`config.mk`:
```
export PLATFORM = sky130hd
export DESIGN_NAME = fm_register_write_attenuator
export DESIGN_NICKNAME = d
export VERILOG_FILES = /design/src/fmrwa_pkg.sv /design/src/fmrwa_queue.sv /design/src/fmrwa_front.sv /design/src/fmrwa_back.sv /design/src/fm_register_write_attenuator.sv
export SDC_FILE = /design/constraint.sdc
export NUM_CORES = 1
export LEC_CHECK = 0
export ABC_AREA = 1
export ABC_CLOCK_PERIOD_IN_PS = 2950
export BUFFER_PORTS_ARGS = -buffer_cell sky130_fd_sc_hd__buf_4
export CAP_MARGIN = 10
export CORE_UTILIZATION = 38
export CTS_BUF_LIST = sky130_fd_sc_hd__clkbuf_16
export CTS_CLUSTER_SIZE = 10
export DETAILED_ROUTE_END_ITERATION = 16
export GPL_TIMING_DRIVEN = 0
export PLACE_DENSITY_LB_ADDON = 0.3
export SYNTH_ARGS = -nofsm -noshare
export SYNTH_HDL_FRONTEND = slang
export SYNTH_HIERARCHICAL = 1
export SYNTH_SLANG_ARGS = --single-unit
```
`constraint.sdc`:
```
create_clock -name clk -period 2.95 [get_ports clk]
set_clock_uncertainty 0.1 [all_clocks]
set_input_delay 0.59 -clock clk [delete_from_list [all_inputs] [get_ports clk]]
set_output_delay 0.59 -clock clk [all_outputs]
set_load 0.03 [all_outputs]
```
`src/fmrwa_pkg.sv`:
```
package fmrwa_pkg;

  // action codes carried in the input tuser
  typedef enum logic [1:0] {
    ACT_WRITE   = 2'd0,
    ACT_ATTEN   = 2'd1,
    ACT_QUIET   = 2'd2,
    ACT_SILENCE = 2'd3
  } action_t;

  // register map constants
  localparam logic [7:0] ADDR_LEVEL_LO = 8'h40;
  localparam logic [7:0] ADDR_LEVEL_HI = 8'h55;
  localparam logic [7:0] ADDR_CARRIER  = 8'h43;
  localparam logic [7:0] ADDR_KEY_LO   = 8'hb0;
  localparam logic [7:0] ADDR_KEY_HI   = 8'hb8;
  localparam logic [7:0] ADDR_CONN_LO  = 8'hc0;
  localparam logic [7:0] ADDR_CONN_HI  = 8'hc8;
  localparam logic [7:0] ADDR_RELEASE  = 8'h80;
  localparam logic [7:0] ADDR_RHYTHM   = 8'hbd;
  localparam logic [7:0] KEY_ON_MASK   = 8'hdf;
  localparam logic [7:0] RELEASE_FAST  = 8'hff;
  localparam logic [5:0] ATT_MAX       = 6'd63;
  localparam logic [7:0] LEVEL_MAX     = 8'd63;

  localparam int         NUM_CH        = 9;
  localparam int         NUM_LEVELS    = 22;
  localparam logic [3:0] LAST_CH       = 4'(NUM_CH - 1);

  // command queue geometry
  localparam int Q_DEPTH = 2;
  localparam int Q_AW    = $clog2(Q_DEPTH);
  localparam int Q_CW    = $clog2(Q_DEPTH + 1);

  // classified command passed from front to back
  typedef struct packed {
    action_t    kind;
    logic [7:0] addr;
    logic [7:0] value;
    logic [5:0] att;
    logic       quiet;
    logic       key_reg;
    logic       lvl_reg;
    logic       conn_reg;
    logic       car_hit;
    logic       mod_hit;
    logic [3:0] mod_ch;
  } cmd_t;

  // operator offset of a channel
  function automatic logic [7:0] opofs(input logic [3:0] ch);
    logic [7:0] o;
    case (ch)
      4'd0:    o = 8'h00;
      4'd1:    o = 8'h01;
      4'd2:    o = 8'h02;
      4'd3:    o = 8'h08;
      4'd4:    o = 8'h09;
      4'd5:    o = 8'h0a;
      4'd6:    o = 8'h10;
      4'd7:    o = 8'h11;
      4'd8:    o = 8'h12;
      default: o = 8'h00;
    endcase
    return o;
  endfunction

  // add attenuation to a level byte, saturating at the maximum level
  function automatic logic [7:0] attenuate(input logic [7:0] v, input logic [5:0] a);
    logic [6:0] s;
    s = {1'b0, v[5:0]} + {1'b0, a};
    if (s[6]) return LEVEL_MAX;
    return {v[7:6], s[5:0]};
  endfunction

endpackage

```
`src/fmrwa_queue.sv`:
```
module fmrwa_queue (
  input  logic               clk,
  input  logic               rst_n,
  input  logic               push,
  input  fmrwa_pkg::cmd_t    push_data,
  output logic               full,
  input  logic               pop,
  output logic               empty,
  output fmrwa_pkg::cmd_t    pop_data
);
  import fmrwa_pkg::*;

  cmd_t            slot_r [Q_DEPTH];
  logic [Q_AW-1:0] wr_ptr_r, wr_ptr_nxt;
  logic [Q_AW-1:0] rd_ptr_r, rd_ptr_nxt;
  logic [Q_CW-1:0] count_r, count_nxt;

  assign full     = (count_r == Q_CW'(Q_DEPTH));
  assign empty    = (count_r == '0);
  assign pop_data = slot_r[rd_ptr_r];

  // pointer and fill bookkeeping
  always_comb begin
    wr_ptr_nxt = wr_ptr_r;
    rd_ptr_nxt = rd_ptr_r;
    count_nxt  = count_r;
    if (push) begin
      wr_ptr_nxt = (wr_ptr_r == Q_AW'(Q_DEPTH - 1)) ? '0 : wr_ptr_r + 1'b1;
    end
    if (pop) begin
      rd_ptr_nxt = (rd_ptr_r == Q_AW'(Q_DEPTH - 1)) ? '0 : rd_ptr_r + 1'b1;
    end
    if (push && !pop) begin
      count_nxt = count_r + 1'b1;
    end else if (pop && !push) begin
      count_nxt = count_r - 1'b1;
    end
  end

  always_ff @(posedge clk) begin
    if (!rst_n) begin
      wr_ptr_r <= '0;
      rd_ptr_r <= '0;
      count_r  <= '0;
    end else begin
      wr_ptr_r <= wr_ptr_nxt;
      rd_ptr_r <= rd_ptr_nxt;
      count_r  <= count_nxt;
    end
  end

  // entry storage
  always_ff @(posedge clk) begin
    if (push) begin
      slot_r[wr_ptr_r] <= push_data;
    end
  end

endmodule

```
`src/fmrwa_front.sv`:
```
module fmrwa_front (
  input  logic               clk,
  input  logic               rst_n,
  input  logic               in_tvalid,
  output logic               in_tready,
  input  logic [23:0]        in_tdata,   // reg_address, reg_value, attenuation, quiet, pad
  input  logic [1:0]         in_tuser,   // action
  input  logic               cfg_wr_en,
  input  logic               cfg_wr_data,
  input  logic               q_full,
  output logic               push,
  output fmrwa_pkg::cmd_t    push_data
);
  import fmrwa_pkg::*;

  logic    writes_disabled_r;
  action_t act;
  cmd_t    cmd;

  // configuration register
  always_ff @(posedge clk) begin
    if (!rst_n) begin
      writes_disabled_r <= 1'b0;
    end else if (cfg_wr_en) begin
      writes_disabled_r <= cfg_wr_data;
    end
  end

  assign act       = action_t'(in_tuser);
  assign in_tready = !q_full;

  // classify the incoming transaction
  always_comb begin
    cmd          = '0;
    cmd.kind     = act;
    cmd.addr     = in_tdata[7:0];
    cmd.value    = in_tdata[15:8];
    cmd.att      = in_tdata[21:16];
    cmd.quiet    = in_tdata[22];
    cmd.key_reg  = (cmd.addr >= ADDR_KEY_LO) && (cmd.addr <= ADDR_KEY_HI);
    cmd.lvl_reg  = (cmd.addr >= ADDR_LEVEL_LO) && (cmd.addr <= ADDR_LEVEL_HI);
    cmd.conn_reg = (cmd.addr >= ADDR_CONN_LO) && (cmd.addr <= ADDR_CONN_HI);
    for (int i = 0; i < NUM_CH; i++) begin
      if (cmd.addr == ADDR_CARRIER + opofs(4'(i))) begin
        cmd.car_hit = 1'b1;
      end
      if (cmd.addr == ADDR_LEVEL_LO + opofs(4'(i))) begin
        cmd.mod_hit = 1'b1;
        cmd.mod_ch  = 4'(i);
      end
    end
  end

  // disabled plain writes are taken and dropped
  assign push      = in_tvalid && in_tready && !(act == ACT_WRITE && writes_disabled_r);
  assign push_data = cmd;

endmodule

```
`src/fmrwa_back.sv`:
```
module fmrwa_back (
  input  logic               clk,
  input  logic               rst_n,
  input  logic               q_empty,
  input  fmrwa_pkg::cmd_t    q_data,
  output logic               q_pop,
  output logic               out_tvalid,
  input  logic               out_tready,
  output logic [15:0]        out_tdata,  // out_address, out_value
  output logic               out_tlast   // last
);
  import fmrwa_pkg::*;

  typedef enum logic {S_IDLE, S_RUN} state_t;
  typedef enum logic [1:0] {PH_A, PH_B, PH_TAIL} phase_t;

  state_t     state_r, state_nxt;
  phase_t     ph_r, ph_nxt;
  cmd_t       cmd_r, cmd_nxt;
  logic [3:0] ch_r, ch_nxt;
  logic [5:0] cur_att_r, cur_att_nxt;
  logic [5:0] saved_att_r, saved_att_nxt;
  logic       quiet_r, quiet_nxt;
  logic [7:0] level_r [NUM_LEVELS];
  logic [NUM_CH-1:0] conn_r;

  logic       out_valid_r, out_valid_nxt;
  logic [7:0] out_addr_r, out_addr_nxt;
  logic [7:0] out_val_r, out_val_nxt;
  logic       out_last_r, out_last_nxt;

  logic       slot_free;
  logic       lvl_we, conn_we;
  logic [7:0] wr_val, o;
  logic [4:0] lvl_idx, rd_idx;
  logic [3:0] conn_idx;
  logic       att_hit;
  logic       e_last;

  assign slot_free = !out_valid_r || out_tready;
  assign out_tvalid = out_valid_r;
  assign out_tdata  = {out_val_r, out_addr_r};
  assign out_tlast  = out_last_r;

  // plain write datapath
  assign wr_val   = (quiet_r && cmd_r.key_reg) ? (cmd_r.value & KEY_ON_MASK) : cmd_r.value;
  assign lvl_idx  = 5'(cmd_r.addr - ADDR_LEVEL_LO);
  assign conn_idx = cmd_r.addr[3:0];
  assign att_hit  = cmd_r.car_hit || (cmd_r.mod_hit && conn_r[cmd_r.mod_ch]);
  assign o        = opofs(ch_r);
  assign rd_idx   = (ph_r == PH_A) ? 5'(o + 8'd3) : o[4:0];

  // sequencer
  always_comb begin
    state_nxt     = state_r;
    ph_nxt        = ph_r;
    cmd_nxt       = cmd_r;
    ch_nxt        = ch_r;
    cur_att_nxt   = cur_att_r;
    saved_att_nxt = saved_att_r;
    quiet_nxt     = quiet_r;
    out_valid_nxt = out_valid_r && !out_tready;
    out_addr_nxt  = out_addr_r;
    out_val_nxt   = out_val_r;
    out_last_nxt  = out_last_r;
    q_pop         = 1'b0;
    lvl_we        = 1'b0;
    conn_we       = 1'b0;
    e_last        = 1'b0;
    unique case (state_r)
      S_IDLE: begin
        if (!q_empty) begin
          q_pop     = 1'b1;
          cmd_nxt   = q_data;
          ch_nxt    = '0;
          ph_nxt    = PH_A;
          state_nxt = S_RUN;
          case (q_data.kind)
            ACT_ATTEN: cur_att_nxt = q_data.att;
            ACT_QUIET: begin
              quiet_nxt = q_data.quiet;
              if (q_data.quiet) begin
                saved_att_nxt = cur_att_r;
                cur_att_nxt   = ATT_MAX;
              end else begin
                cur_att_nxt = saved_att_r;
              end
            end
            default: ;
          endcase
        end
      end
      S_RUN: begin
        if (slot_free) begin
          out_valid_nxt = 1'b1;
          case (cmd_r.kind)
            ACT_WRITE: begin
              out_addr_nxt = cmd_r.addr;
              out_val_nxt  = att_hit ? attenuate(wr_val, cur_att_r) : wr_val;
              e_last       = 1'b1;
              lvl_we       = cmd_r.lvl_reg;
              conn_we      = cmd_r.conn_reg;
            end
            ACT_SILENCE: begin
              unique case (ph_r)
                PH_A: begin
                  out_addr_nxt = ADDR_KEY_LO + {4'd0, ch_r};
                  out_val_nxt  = 8'h00;
                  ph_nxt       = PH_B;
                end
                PH_B: begin
                  out_addr_nxt = ADDR_RELEASE + o;
                  out_val_nxt  = RELEASE_FAST;
                  if (ch_r == LAST_CH) begin
                    ph_nxt = PH_TAIL;
                  end else begin
                    ch_nxt = ch_r + 1'b1;
                    ph_nxt = PH_A;
                  end
                end
                default: begin
                  out_addr_nxt = ADDR_RHYTHM;
                  out_val_nxt  = 8'h00;
                  e_last       = 1'b1;
                end
              endcase
            end
            default: begin
              // level replay: carrier, then modulator when connected
              out_val_nxt = attenuate(level_r[rd_idx], cur_att_r);
              if (ph_r == PH_A) begin
                out_addr_nxt = ADDR_CARRIER + o;
                if (conn_r[ch_r]) begin
                  ph_nxt = PH_B;
                end else if (ch_r == LAST_CH) begin
                  e_last = 1'b1;
                end else begin
                  ch_nxt = ch_r + 1'b1;
                end
              end else begin
                out_addr_nxt = ADDR_LEVEL_LO + o;
                if (ch_r == LAST_CH) begin
                  e_last = 1'b1;
                end else begin
                  ch_nxt = ch_r + 1'b1;
                  ph_nxt = PH_A;
                end
              end
            end
          endcase
          out_last_nxt = e_last;
          if (e_last) begin
            state_nxt = S_IDLE;
          end
        end
      end
      default: state_nxt = S_IDLE;
    endcase
  end

  always_ff @(posedge clk) begin
    if (!rst_n) begin
      state_r     <= S_IDLE;
      ph_r        <= PH_A;
      ch_r        <= '0;
      cur_att_r   <= '0;
      saved_att_r <= '0;
      quiet_r     <= 1'b0;
      out_valid_r <= 1'b0;
      conn_r      <= '0;
      for (int i = 0; i < NUM_LEVELS; i++) begin
        level_r[i] <= '0;
      end
    end else begin
      state_r     <= state_nxt;
      ph_r        <= ph_nxt;
      ch_r        <= ch_nxt;
      cur_att_r   <= cur_att_nxt;
      saved_att_r <= saved_att_nxt;
      quiet_r     <= quiet_nxt;
      out_valid_r <= out_valid_nxt;
      cmd_r       <= cmd_nxt;
      out_addr_r  <= out_addr_nxt;
      out_val_r   <= out_val_nxt;
      out_last_r  <= out_last_nxt;
      if (lvl_we) begin
        level_r[lvl_idx] <= wr_val;
      end
      if (conn_we) begin
        conn_r[conn_idx] <= wr_val[0];
      end
    end
  end

endmodule

```
`src/fm_register_write_attenuator.sv`:
```
// Register-write rewriter for a 9-channel FM synthesizer port.
// in_*: one transaction per action; tuser holds the action code, tdata the
//   register address, data byte, attenuation and quiet flag. Plain register
//   writes are dropped without output while cfg_wr_data was last written 1.
// out_*: the synthesizer register writes caused by each action, in order;
//   tlast marks the final write of an action.
// An accepted action is queued, then popped into the back-end command register;
//   each write is registered on out_*. Per action the back end emits one write
//   for a plain write, one per carrier and per connected modulator for a level
//   replay, and a key-off and fast release per channel, then the rhythm write,
//   for silence all, one write per cycle while out_tready does not stall it.
// A two-entry command queue lets new actions be accepted while the back end
//   is busy; in_tready drops only when it is full.
// Reset (synchronous, rst_n low) clears the level and connection caches,
//   the attenuation, quiet mode, the disable bit and the queue.
// When out_tready is low the pending write holds on out_* and the back end
//   stalls; the front keeps filling the queue until it is full.
module fm_register_write_attenuator (
  input  logic        clk,
  input  logic        rst_n,
  input  logic        in_tvalid,
  output logic        in_tready,
  input  logic [23:0] in_tdata,    // reg_address, reg_value, attenuation, quiet, pad
  input  logic [1:0]  in_tuser,    // action
  input  logic        cfg_wr_en,
  input  logic        cfg_wr_data, // writes_disabled
  output logic        out_tvalid,
  input  logic        out_tready,
  output logic [15:0] out_tdata,   // out_address, out_value
  output logic        out_tlast    // last
);
  import fmrwa_pkg::*;

  logic q_full, q_empty, q_push, q_pop;
  cmd_t q_wdata, q_rdata;

  // accept and classify
  fmrwa_front u_front (
    .clk         (clk),
    .rst_n       (rst_n),
    .in_tvalid   (in_tvalid),
    .in_tready   (in_tready),
    .in_tdata    (in_tdata),
    .in_tuser    (in_tuser),
    .cfg_wr_en   (cfg_wr_en),
    .cfg_wr_data (cfg_wr_data),
    .q_full      (q_full),
    .push        (q_push),
    .push_data   (q_wdata)
  );

  // command queue between front and back
  fmrwa_queue u_queue (
    .clk       (clk),
    .rst_n     (rst_n),
    .push      (q_push),
    .push_data (q_wdata),
    .full      (q_full),
    .pop       (q_pop),
    .empty     (q_empty),
    .pop_data  (q_rdata)
  );

  // execute and emit register writes
  fmrwa_back u_back (
    .clk        (clk),
    .rst_n      (rst_n),
    .q_empty    (q_empty),
    .q_data     (q_rdata),
    .q_pop      (q_pop),
    .out_tvalid (out_tvalid),
    .out_tready (out_tready),
    .out_tdata  (out_tdata),
    .out_tlast  (out_tlast)
  );

endmodule

```
# Word level (Yosys, flattened, before mapping)
# Memory sizes are Yosys's and may differ from the RTL's. A register that Yosys moved wholly into a read port is not among the register bits.
# Index checks and enable logic that the tools add are counted.
[op_classes] add_sub_neg=13 n_lt_le_gt_ge=10 eq_ne=32 n_mux=101 n_bitwise=2 n_reduce_logical=36
[op_table] cell="$eq 8x7->1 const B" count=18
[op_table] cell="$mux 8" count=8
[op_table] cell="$mux 5" count=11
[op_table] cell="$mux 1" count=49
[op_table] cell="$pmux 8 s2" count=3
[op_table] cell="$mux 4" count=8
[op_table] cell="$add 7x8->8 const A" count=2
[op_table] cell="$ge 8x8->1 const B" count=2
[op_table] cell="$le 8x8->1 const B" count=2
[op_table] cell="$mux 2" count=8
[op_table] cell="$ne 4x4->1 const B" count=4
[op_table] cell="$pmux 4 s2" count=2
[op_table] cell="$lt 4x5->1 const B" count=3
[op_table] cell="$add 6x6->7" count=2
[op_table] cell="$logic_and 1x1->1" count=12
[op_table] cell="$mux 6" count=2
[op_table] cell="$pmux 2 s2" count=3
[op_table] cell="$pmux 6 s2" count=1
[op_table] cell="$reduce_and 3->1" count=4
[op_table] cell="$bwmux 9" count=1
[op_table] cell="$add 8x4->8 const A" count=1
[op_table] cell="$add 8x8->8 const A" count=1
[op_table] cell="$bmux 1 s4" count=2
[op_table] cell="$ge 8x7->1 const B" count=1
[op_table] cell="other kinds (25)" count=44
[totals] ff_bits=79 ram_bits=244 romBits=64 in_bits=32 word_cells=221 mem_count=3
[mem_list] memory="u_back.level_r" words=22 width=8 read_ports=1 rd_ports_with_merged_regs=0 write_ports=22 line_no="fmrwa_back.sv:24" text="logic [7:0] level_r [NUM_LEVELS];"
[mem_list] memory="u_queue.slot_r" words=2 width=34 read_ports=1 rd_ports_with_merged_regs=1 write_ports=1 line_no="fmrwa_queue.sv:13" text="cmd_t slot_r [Q_DEPTH];"
[mem_list] memory="(name not given)" words=16 width=4 read_ports=1 rd_ports_with_merged_regs=1 write_ports=0 line_no="fmrwa_pkg.sv:53" text="case (ch)"

# Depth between registers and ports, before layout
# Gate-level depths: netlist of the first run.
[logic_depth] word_depth=10 mapped_depth=24 depth_no_buf=22

# Modules after synthesis
# Netlist of the first run, hierarchy kept.
[by_module_without_submodules] mod="fmrwa_back" n_inst=1 cells_per_inst=1583 area_each_um2=15342.2 seq_area_each_um2=9689.3
[by_module_without_submodules] mod="fmrwa_queue" n_inst=1 cells_per_inst=141 area_each_um2=2836.5 seq_area_each_um2=2142.1
[by_module_without_submodules] mod="fmrwa_front" n_inst=1 cells_per_inst=103 area_each_um2=548.0 seq_area_each_um2=20.0

# Worst setup path before layout of the first run
# No wires, ideal clock.
[synth_timing] kind="register to register" startpoint="register u_back/o[0] (netlist name)" endpoint="register u_back.out_val_r[6], data pin" t_arrival_ns=2.845 required_ns=2.597 path_slack_ns=-0.248 path_stages_with_launch=24 path_buffers=3 period_less_slack_ns=3.198 cell_sequence="dfxtp_1 inv_1 ha_1 nand2_1 o21ai_1 buf_4 buf_4 buf_2 nand3_1 nand3_1 nand3_1 nand3_1 nand2_1 ha_1 inv_1 fa_1 o21ai_0 nand2_1 nand2_1 a21oi_1 nand2_1 inv_1 nand2_1 nand2_1"
[synth_between] elab_chain_cells=10
[synth_lines] item="$add 5x2->5" line_no="fmrwa_back.sv:51" text="assign rd_idx = (ph_r == PH_A) ? 5'(o + 8'd3) : o[4:0];"
[synth_lines] item="$mux 5 *" line_no="fmrwa_back.sv:51"
[synth_lines] item="$mem_v2 22x8 *"
[synth_lines] item="$add 6x6->7" line_no="fmrwa_pkg.sv:71" text="s = {1'b0, v[5:0]} + {1'b0, a};"
[synth_lines] item="$mux 1" line_no="fmrwa_pkg.sv:72" text="if (s[6]) return LEVEL_MAX;"
[synth_lines] item="$mux 1" line_no="fmrwa_back.sv:96" text="case (cmd_r.kind)"
[synth_lines] item="$mux 1" line_no="fmrwa_back.sv:94" text="if (slot_free) begin"
[synth_lines] item="$mux 1" line_no="fmrwa_back.sv:70" text="unique case (state_r)"
[synth_lines] item="$mux 8 *" line_no="fmrwa_pkg.sv:73" text="return {v[7:6], s[5:0]};"
[synth_lines] item="$pmux 8 s2 *" line_no="fmrwa_back.sv:96"
[synth_lines] item="to (signal assigned)" line_no="fmrwa_back.sv:184" text="out_val_r <= out_val_nxt;"
[synth_lines] item="to (decl)" line_no="fmrwa_back.sv:29" text="logic [7:0] out_val_r, out_val_nxt;"
# Mark *: on every way between the ends. The rest lies on a longest branch, timed or not. The select of a mux whose other input is x is not followed.
# A chain may end at the register's enable or synchronous reset.

==> results of run 1 <==
-- per-layer routing --
| layer | global-route usage | vias up | routed length, µm | share of wire |
|---|---|---|---|---|
| met5 | 0 | - | 0 | 0 |
| met4 | 0.105 | 0 | 2580 | 0.049 |
| met3 | 0.0283 | 142 | 4080 | 0.077 |
| met2 | 0.347 | 631 | 25000 | 0.47 |
| met1 | 0.264 | 6720 | 21100 | 0.40 |
| li1 | - | 6463 | - | - |
-- layout make-up --
type | instances | area, µm² | share of cell area
flip-flops and latches | 408 | 11900 | 0.523
well taps | 656 | 821 | 0.0362
inverters | 115 | 452 | 0.0199
clock buffers | 50 | 1250 | 0.0552
plain buffers | 104 | 1010 | 0.0443
multi-input cells | 1195 | 6360 | 0.280
repair buffers | 86 | 840 | 0.0370
clock inverters | 24 | 95.1 | 0.00419
-- worst register-to-register path, cell delays in order (launching register included) --
cell	delay, ns
edfxtp_1	0.39
inv_1	0.07
ha_1	0.19
inv_1	0.18
nor2_1	0.24
nand3_1	0.30
nor2_1	0.71
nand2_1	0.45
nand2_1	0.48
-- flip-flops by register name (all words and copies together), names as in the netlist, 4 cells and up, named ones only --
name,count
u_back/ch_r,4
u_back/cmd_r,27
u_back/conn_r,9
u_back/level_r,256
u_back/saved_att_r,6
u_back/o,4
u_queue/slot_r,68
u_back/out_addr_r,8
u_back/out_val_r,8
u_back/cur_att_r,6
-- cell usage after synthesis, types with 3 or more instances --
cell type and instances:
clkbuf_1 35, nand2_1 431, nor2_1 268, nand3_1 288, buf_2 21, nand2_2 5
o22ai_1 6, a21oi_1 42, mux2_4 30, inv_2 4, dfxtp_1 40, inv_1 108
buf_4 34, nor4_1 3, o21ai_0 40, nand4_1 8, buf_6 9, nor2_2 3
buf_12 3, a31oi_1 4, or2_2 6, xor2_1 3, nor3_1 7, edfxtp_1 368
ha_1 23, clkinv_1 3, mux2_2 4, buf_1 7, o211ai_1 4
-- metrics by stage --
| step | setup WS (ns) | cells | util | total power [mW] | instance area, µm² |
|---|---|---|---|---|---|
| 2_1_floorplan | -0.0304 | 1827 | - | 13.4 | 18800 |
| 3_3_place_gp | -1.08 | 2517 | 0.412 | 16.6 | 19900 |
| 3_5_place_dp | -1.10 | 2521 | 0.414 | 16.8 | 20000 |
| 4_1_cts | -0.378 | 2625 | 0.461 | 23.8 | 22200 |
| 5_1_grt | -0.600 | 2638 | 0.471 | 26.0 | 22700 |
| 6_report | -0.521 | 2638 | 0.471 | 24.9 | 22700 |
-- logic make-up (layout without fill, tap and decap cells) --
family | count (synthesis) | in the layout
muxes | 34 | 34
xor gates and xnor gates | 4 | 4
DFF | 408 | 408
adders and majority gates | 25 | 25
and+or+nand+nor | 1023 | 1023
buffers and inverters | 224 | 379
AOI/OAI and AO/OA | 109 | 109
-- worst min path at each step --
stage / to / slack (ns) / cells past startpoint
final: u_queue/slot_r[0][21]$_DFFE_PP_ / 0.11 / 1
after global routing: u_queue/slot_r[0][16]$_DFFE_PP_ / 0.09 / 1
after CTS: u_front/writes_disabled_r$_SDFFE_PN0P_ / 0.08 / 2
after detailed placement: u_back/conn_r[6]$_SDFFE_PN0P_ / 0.38 / 2
after global placement: u_back/quiet_r$_SDFFE_PN0P_ / 0.36 / 2
after floorplan: u_back/conn_r[2]$_SDFFE_PN0P_ / 0.34 / 2
-- timing repair --
item,in CTS,in global routing
resized for setup,163,82
setup endpoints to repair,237,313
gates cloned,1,2
pin swaps,25,21
endpoints found under the hold margin,0,0
buffers inserted,31,14
-- power by group --
group | total [mW] | switching [mW] | internal (mW) | leakage [nW]
Clock | 5.17 | 2.18 | 2.99 | 0.739
Sequential | 7.49 | 0.427 | 7.06 | 3.91
Combinational | 12.2 | 7.41 | 4.78 | 4.36
Total | 24.9 | 10.0 | 14.8 | 9.01
==> impl_metrics.json, run 1 <==
{
  "power-per-cell-area_nw_per_um2": 1100,
  "die_height_um": 224,
  "cp.arrival_ns": 3.58,
  "first_iter_violations": 1205,
  "synth-async-reset-ratio": 0,
  "ant_nets": 0,
  "yosysWarnings": 6,
  "ys_seq_elements": 408,
  "synth_area_leader_cell": "edfxtp_1",
  "drive_gt1_frac": 0.197,
  "areaGrowthSynthToFinish_pct": 21.1,
  "critical_path_buf_inv_count": 2,
  "global_route.overflow_total": 0,
  "cts-root-buf": "clkbuf_16",
  "diodes": 0,
  "violations": "negative setup slack",
  "relSlewSlack": 0.431,
  "dp_hpwl_mm": 36.4,
  "synth-compound-area-share": 0.0325,
  "numCtsBuffers": 48,
  "die_area_um2": 50200,
  "dieWidth_um": 224,
  "power.leakage_nw": 9.01,
  "num_rows": 80,
  "rr_worst_depth": 8,
  "reg2reg_setup_slack_ns": -0.52,
  "io-pin-count": 51,
  "core_area_um2": 48100,
  "syn_inst": 1827,
  "holdWs_ns": 0.109,
  "clkTransAtPathRegs_ns": 0.06,
  "synth-simple-area-share": 0.229,
  "drv_cap": 0,
  "cp-start-kind": "register",
  "yosysUniqueCellTypes": 47,
  "fillers": 4397,
  "synth_fp_nets": 1884,
  "gp_congestion": 0.991,
  "mostFrequentLayoutCells": "410 x nand2_1, 368 x edfxtp_1, 253 x nor2_1",
  "setup_viol_count_final": 185,
  "initial_utilization": 0.389,
  "worstSetupEndpointType": "register",
  "synth_top_area_frac": 0.590,
  "worstSetupPathDepth": 8,
  "route.final.wire_length_mm": 52.7,
  "syn_area_per_cell_um2": 10.2,
  "synth-xor-area-share": 0.00187,
  "fin_crit_sh": 1.18,
  "rsz0062_at_grt": "yes",
  "grt_pass1_vias": 13400,
  "insertion_delay_ns": 0.57,
  "port_buffers": 34,
  "fin_setup_tns_ns": -52.14,
  "path_cells": "inv_1 -> ha_1 -> inv_1 -> nor2_1 -> nand3_1 -> nor2_1 -> nand2_1 -> nand2_1",
  "cts_hold_buffers": 0,
  "synth_top_family_by_area": "simple AND/OR/NAND/NOR gates",
  "timing.fmax_mhz": 288,
  "cts_tree": "yes",
  "yosys-top-cells-area": "edfxtp_1 59%, nand2_1 8.6%, nand3_1 7.7%, nor2_1 5.4%, dfxtp_1 4.3%",
  "max_stage_delay_ns": 0.71,
  "required_ns": 3.06,
  "worstSetupPathType": "reg2reg",
  "critPathLaunch": "u_back/cmd_r[33]$_DFFE_PP_",
  "synth_edf_count": 368,
  "via_per_inst": 5.29,
  "worst_pin_slew_ns": 0.854,
  "r2r_start": "u_back/cmd_r[33]$_DFFE_PP_",
  "endpoint": "u_back/level_r[6][5]$_SDFFCE_PN0P_",
  "yosysSeqAreaShare": 0.633,
  "synth_area_um2": 18700,
  "min_period_ns": 3.47,
  "wire_per_inst_um": 20.0,
  "antenna_found_initial": 0,
  "final_nets": 2015,
  "synth_fa_ha_area_frac": 0.0175,
  "firstDrtPassIters": 6,
  "htreeDepth": 2,
  "drv_slew": 0,
  "clockBufferDepth": 3,
  "synthMuxAreaShare": 0.0265,
  "r2r_end": "u_back/level_r[6][5]$_SDFFCE_PN0P_",
  "cp_max_fo": 9,
  "drc": 0,
  "num_vias": 14000,
  "cpMaxStageDelayCell": "nor2_1",
  "setup_ws_ns": -0.521,
  "clock-sinks": 408,
  "ir_drop_mv": 0.640,
  "outcome": "complete, but fails checks",
  "min_from": "in_tdata[13]",
  "synth_top_flop_cell": "edfxtp_1",
  "min_path_type": "in2reg",
  "hold_viol": 0,
  "grt_pass1_wl_mm": 77.9,
  "grt_max_degree": 32,
  "track_usage": 0.208,
  "cp_top_family": "simple AND/OR/NAND/NOR gates",
  "final_common_cell": "nand2_1"
}
(Power assumes the default switching activity.)
==> inputs of run 2 (changes only) <==
--- a/config.mk
+++ b/config.mk
@@ -9,7 +9,7 @@
 export ABC_CLOCK_PERIOD_IN_PS = 2950
 export BUFFER_PORTS_ARGS = -buffer_cell sky130_fd_sc_hd__buf_4
 export CAP_MARGIN = 10
-export CORE_UTILIZATION = 38
+export CORE_UTILIZATION = 30
 export CTS_BUF_LIST = sky130_fd_sc_hd__clkbuf_16
 export CTS_CLUSTER_SIZE = 10
 export DETAILED_ROUTE_END_ITERATION = 16
==> run 2 against run 1 <==
Effect of this change:
- the flow still finishes with violations (negative setup slack)
- critical endpoint is now u_back/out_val_r[1]$_DFFE_PP_
- utilization fell by 9.1 points
- maximum frequency rose by 0.82%
- critical path type unchanged
- global-route usage fell by 2.8 points
- wire length rose by 10%
- register-to-register slack improved by 0.03 ns
- sequential power barely moved
- final cell count rose by 8.0%
- first-iteration DRC count rose by 17%
- largest cell class unchanged
- clock-buffer cell count fell by 1
==> impl_metrics.json, run 2 (synthesized netlist as in run 1, its figures left out) <==
{
  "min_period_ns": 3.44,
  "drive_gt1_frac": 0.222,
  "via_per_inst": 4.92,
  "grt_pass1_vias": 13600,
  "track_usage": 0.180,
  "num_vias": 14000,
  "ant_nets": 0,
  "gp_congestion": 0.958,
  "holdWs_ns": 0.0914,
  "io-pin-count": 51,
  "num_rows": 91,
  "die_area_um2": 63400,
  "grt_use_met3": 0.0237,
  "hold_viol": 0,
  "violations": "negative setup slack",
  "fin_setup_tns_ns": -3.23,
  "worstSetupEndpointType": "register",
  "fillers": 6100,
  "dp_cells": 2701,
  "setup_ws_ns": -0.492,
  "top_register": "u_back/level_r",
  "final_nets": 2035,
  "drv_cap": 0,
  "relSlewSlack": 0.381,
  "cp.arrival_ns": 3.66,
  "wire_per_inst_um": 20.4,
  "first_iter_violations": 1404,
  "crit_path_frequent_cell": "nand3_1",
  "initial_utilization": 0.303,
  "cp_max_fo": 6,
  "htreeDepth": 2,
  "outcome": "complete, but fails checks",
  "worst_pin_slew_ns": 0.928,
  "route.final.wire_length_mm": 58.0,
  "cts_tree": "yes",
  "timing.fmax_mhz": 291,
  "rsz0062_at_grt": "yes",
  "gr-max-usage-layer": "met2",
  "final_common_cell": "nand2_1",
  "grt_util_met1": 0.234,
  "fin_util": 0.380,
  "die_height_um": 252,
  "firstDrtPassIters": 5,
  "global_route.overflow_total": 0,
  "max_stage_delay_ns": 0.36,
  "numCtsBuffers": 48,
  "insertion_delay_ns": 0.58,
  "path_cells": "nor2_4 -> inv_4 -> nor2_4 -> clkinvlp_4 -> clkbuf_16 -> buf_4 -> buf_4 -> nand3_1 -> nand3_1 -> nand3_1 -> nand2_1 -> ha_1 -> a21oi_2 -> nand2_2 -> inv_2 -> nand2_2 -> a21boi_4",
  "total_power_mw": 26.3,
  "dp_hpwl_mm": 39.8,
  "fin_crit_sh": 1.17,
  "ir_drop_mv": 0.496,
  "clock-sinks": 408,
  "drc": 0,
  "largest_reg_flops": 256,
  "clockBufferDepth": 3,
  "setup_viol_count_final": 8,
  "grt_pass1_wl_mm": 84.5,
  "areaGrowthSynthToFinish_pct": 25.4,
  "reg_top3": "u_back/level_r x256, u_queue/slot_r x68, u_back/cmd_r x27",
  "cp-start-kind": "register",
  "power-per-cell-area_nw_per_um2": 1120,
  "grtUsageMet2": 0.305,
  "grt_max_degree": 35,
  "power.leakage_nw": 9.29,
  "cpMaxStageDelayCell": "ha_1",
  "clkTransAtPathRegs_ns": 0.06,
  "drv_slew": 0,
  "port_buffers": 34,
  "dieWidth_um": 252,
  "required_ns": 3.17,
  "worstSetupPathType": "reg2reg",
  "cts-root-buf": "clkbuf_16",
  "antenna_found_initial": 0,
  "core_area_um2": 61700,
  "min_path_type": "in2reg",
  "mostFrequentLayoutCells": "398 x nand2_1, 368 x edfxtp_1, 254 x nor2_1",
  "instances_no_fill": 2848
}
[run 2: changes by cell type in the layout (fill, tap and decap cells not counted), moves of 5 or more]
cell	delta
nand3_1	-28
nand3_2	+24
buf_4	+13
nand2_1	-12
buf_12	+8
nand2_2	+8
a21oi_1	+5
a21oi_2	-5
[run 2: per-layer routing]
metal	part of all wire	vias up
li1	-	6531
met3	0.078	104
met5	0	-
met2	0.48	588
met4	0.034	0
met1	0.41	6800
[run 2: report_power, final]
| part | switching, mW | leakage, nW | internal, mW |
|---|---|---|---|
| clock network | 2.27 | 0.768 | 2.96 |
| registers | 0.430 | 3.91 | 7.07 |
| logic | 8.07 | 4.61 | 5.45 |
[run 2: worst paths after layout]
path                                     from                              end  slack (ns)  depth (start not counted)
hold reg to reg   u_back/quiet_r$_SDFFE_PN0P_      u_back/quiet_r$_SDFFE_PN0P_        0.39                          2
setup reg to reg  u_back/ph_r[1]$_SDFFE_PN0P_    u_back/out_val_r[1]$_DFFE_PP_       -0.49                         17
hold / removal                   in_tdata[10]  u_queue/slot_r[0][18]$_DFFE_PP_        0.09                          1
setup / recovery  u_back/ph_r[1]$_SDFFE_PN0P_    u_back/out_val_r[1]$_DFFE_PP_       -0.49                         17
[run 2: timing repair]
action | in CTS | in global routing
gates resized for setup | 204 | 92
buffers inserted | 46 | 12
pin swaps | 32 | 50
setup endpoints to repair | 262 | 73
hold buffers | 0 | 0
cloned | 4 | 5
[run 2: cell type report]
class | instances | area (µm²) | share of cell area
clock inverters | 33 | 140 | 0.00597
flip-flops and latches | 408 | 11900 | 0.505
well taps | 837 | 1050 | 0.0446
clock buffers | 49 | 1230 | 0.0522
multi-input cells | 1195 | 6570 | 0.280
plain buffers | 106 | 1100 | 0.0471
diodes | 1 | 2.50 | 0.000107
inverters | 115 | 453 | 0.0193
repair buffers | 104 | 1070 | 0.0455
[run 2: stage by stage]
step	setup slack (ns)	instance area, µm²
finish	-0.492	23500
global route	-0.564	23500
CTS	-0.397	22900
detailed placement	-1.31	20100
global placement	-1.32	20100
floorplan	-0.0304	18800
[run 2: worst max-delay path, delay by kind of cell, from the launching register on]
| kind | cells | cell delay (ns) |
|---|---|---|
| adder cells (fa/ha/maj) | 1 | 0.36 |
| flip-flops | 1 | 0.35 |
| buffers and inverters | 6 | 0.98 |
| AND/OR/NAND/NOR | 8 | 1.05 |
| AO/OA/AOI/OAI | 2 | 0.32 |
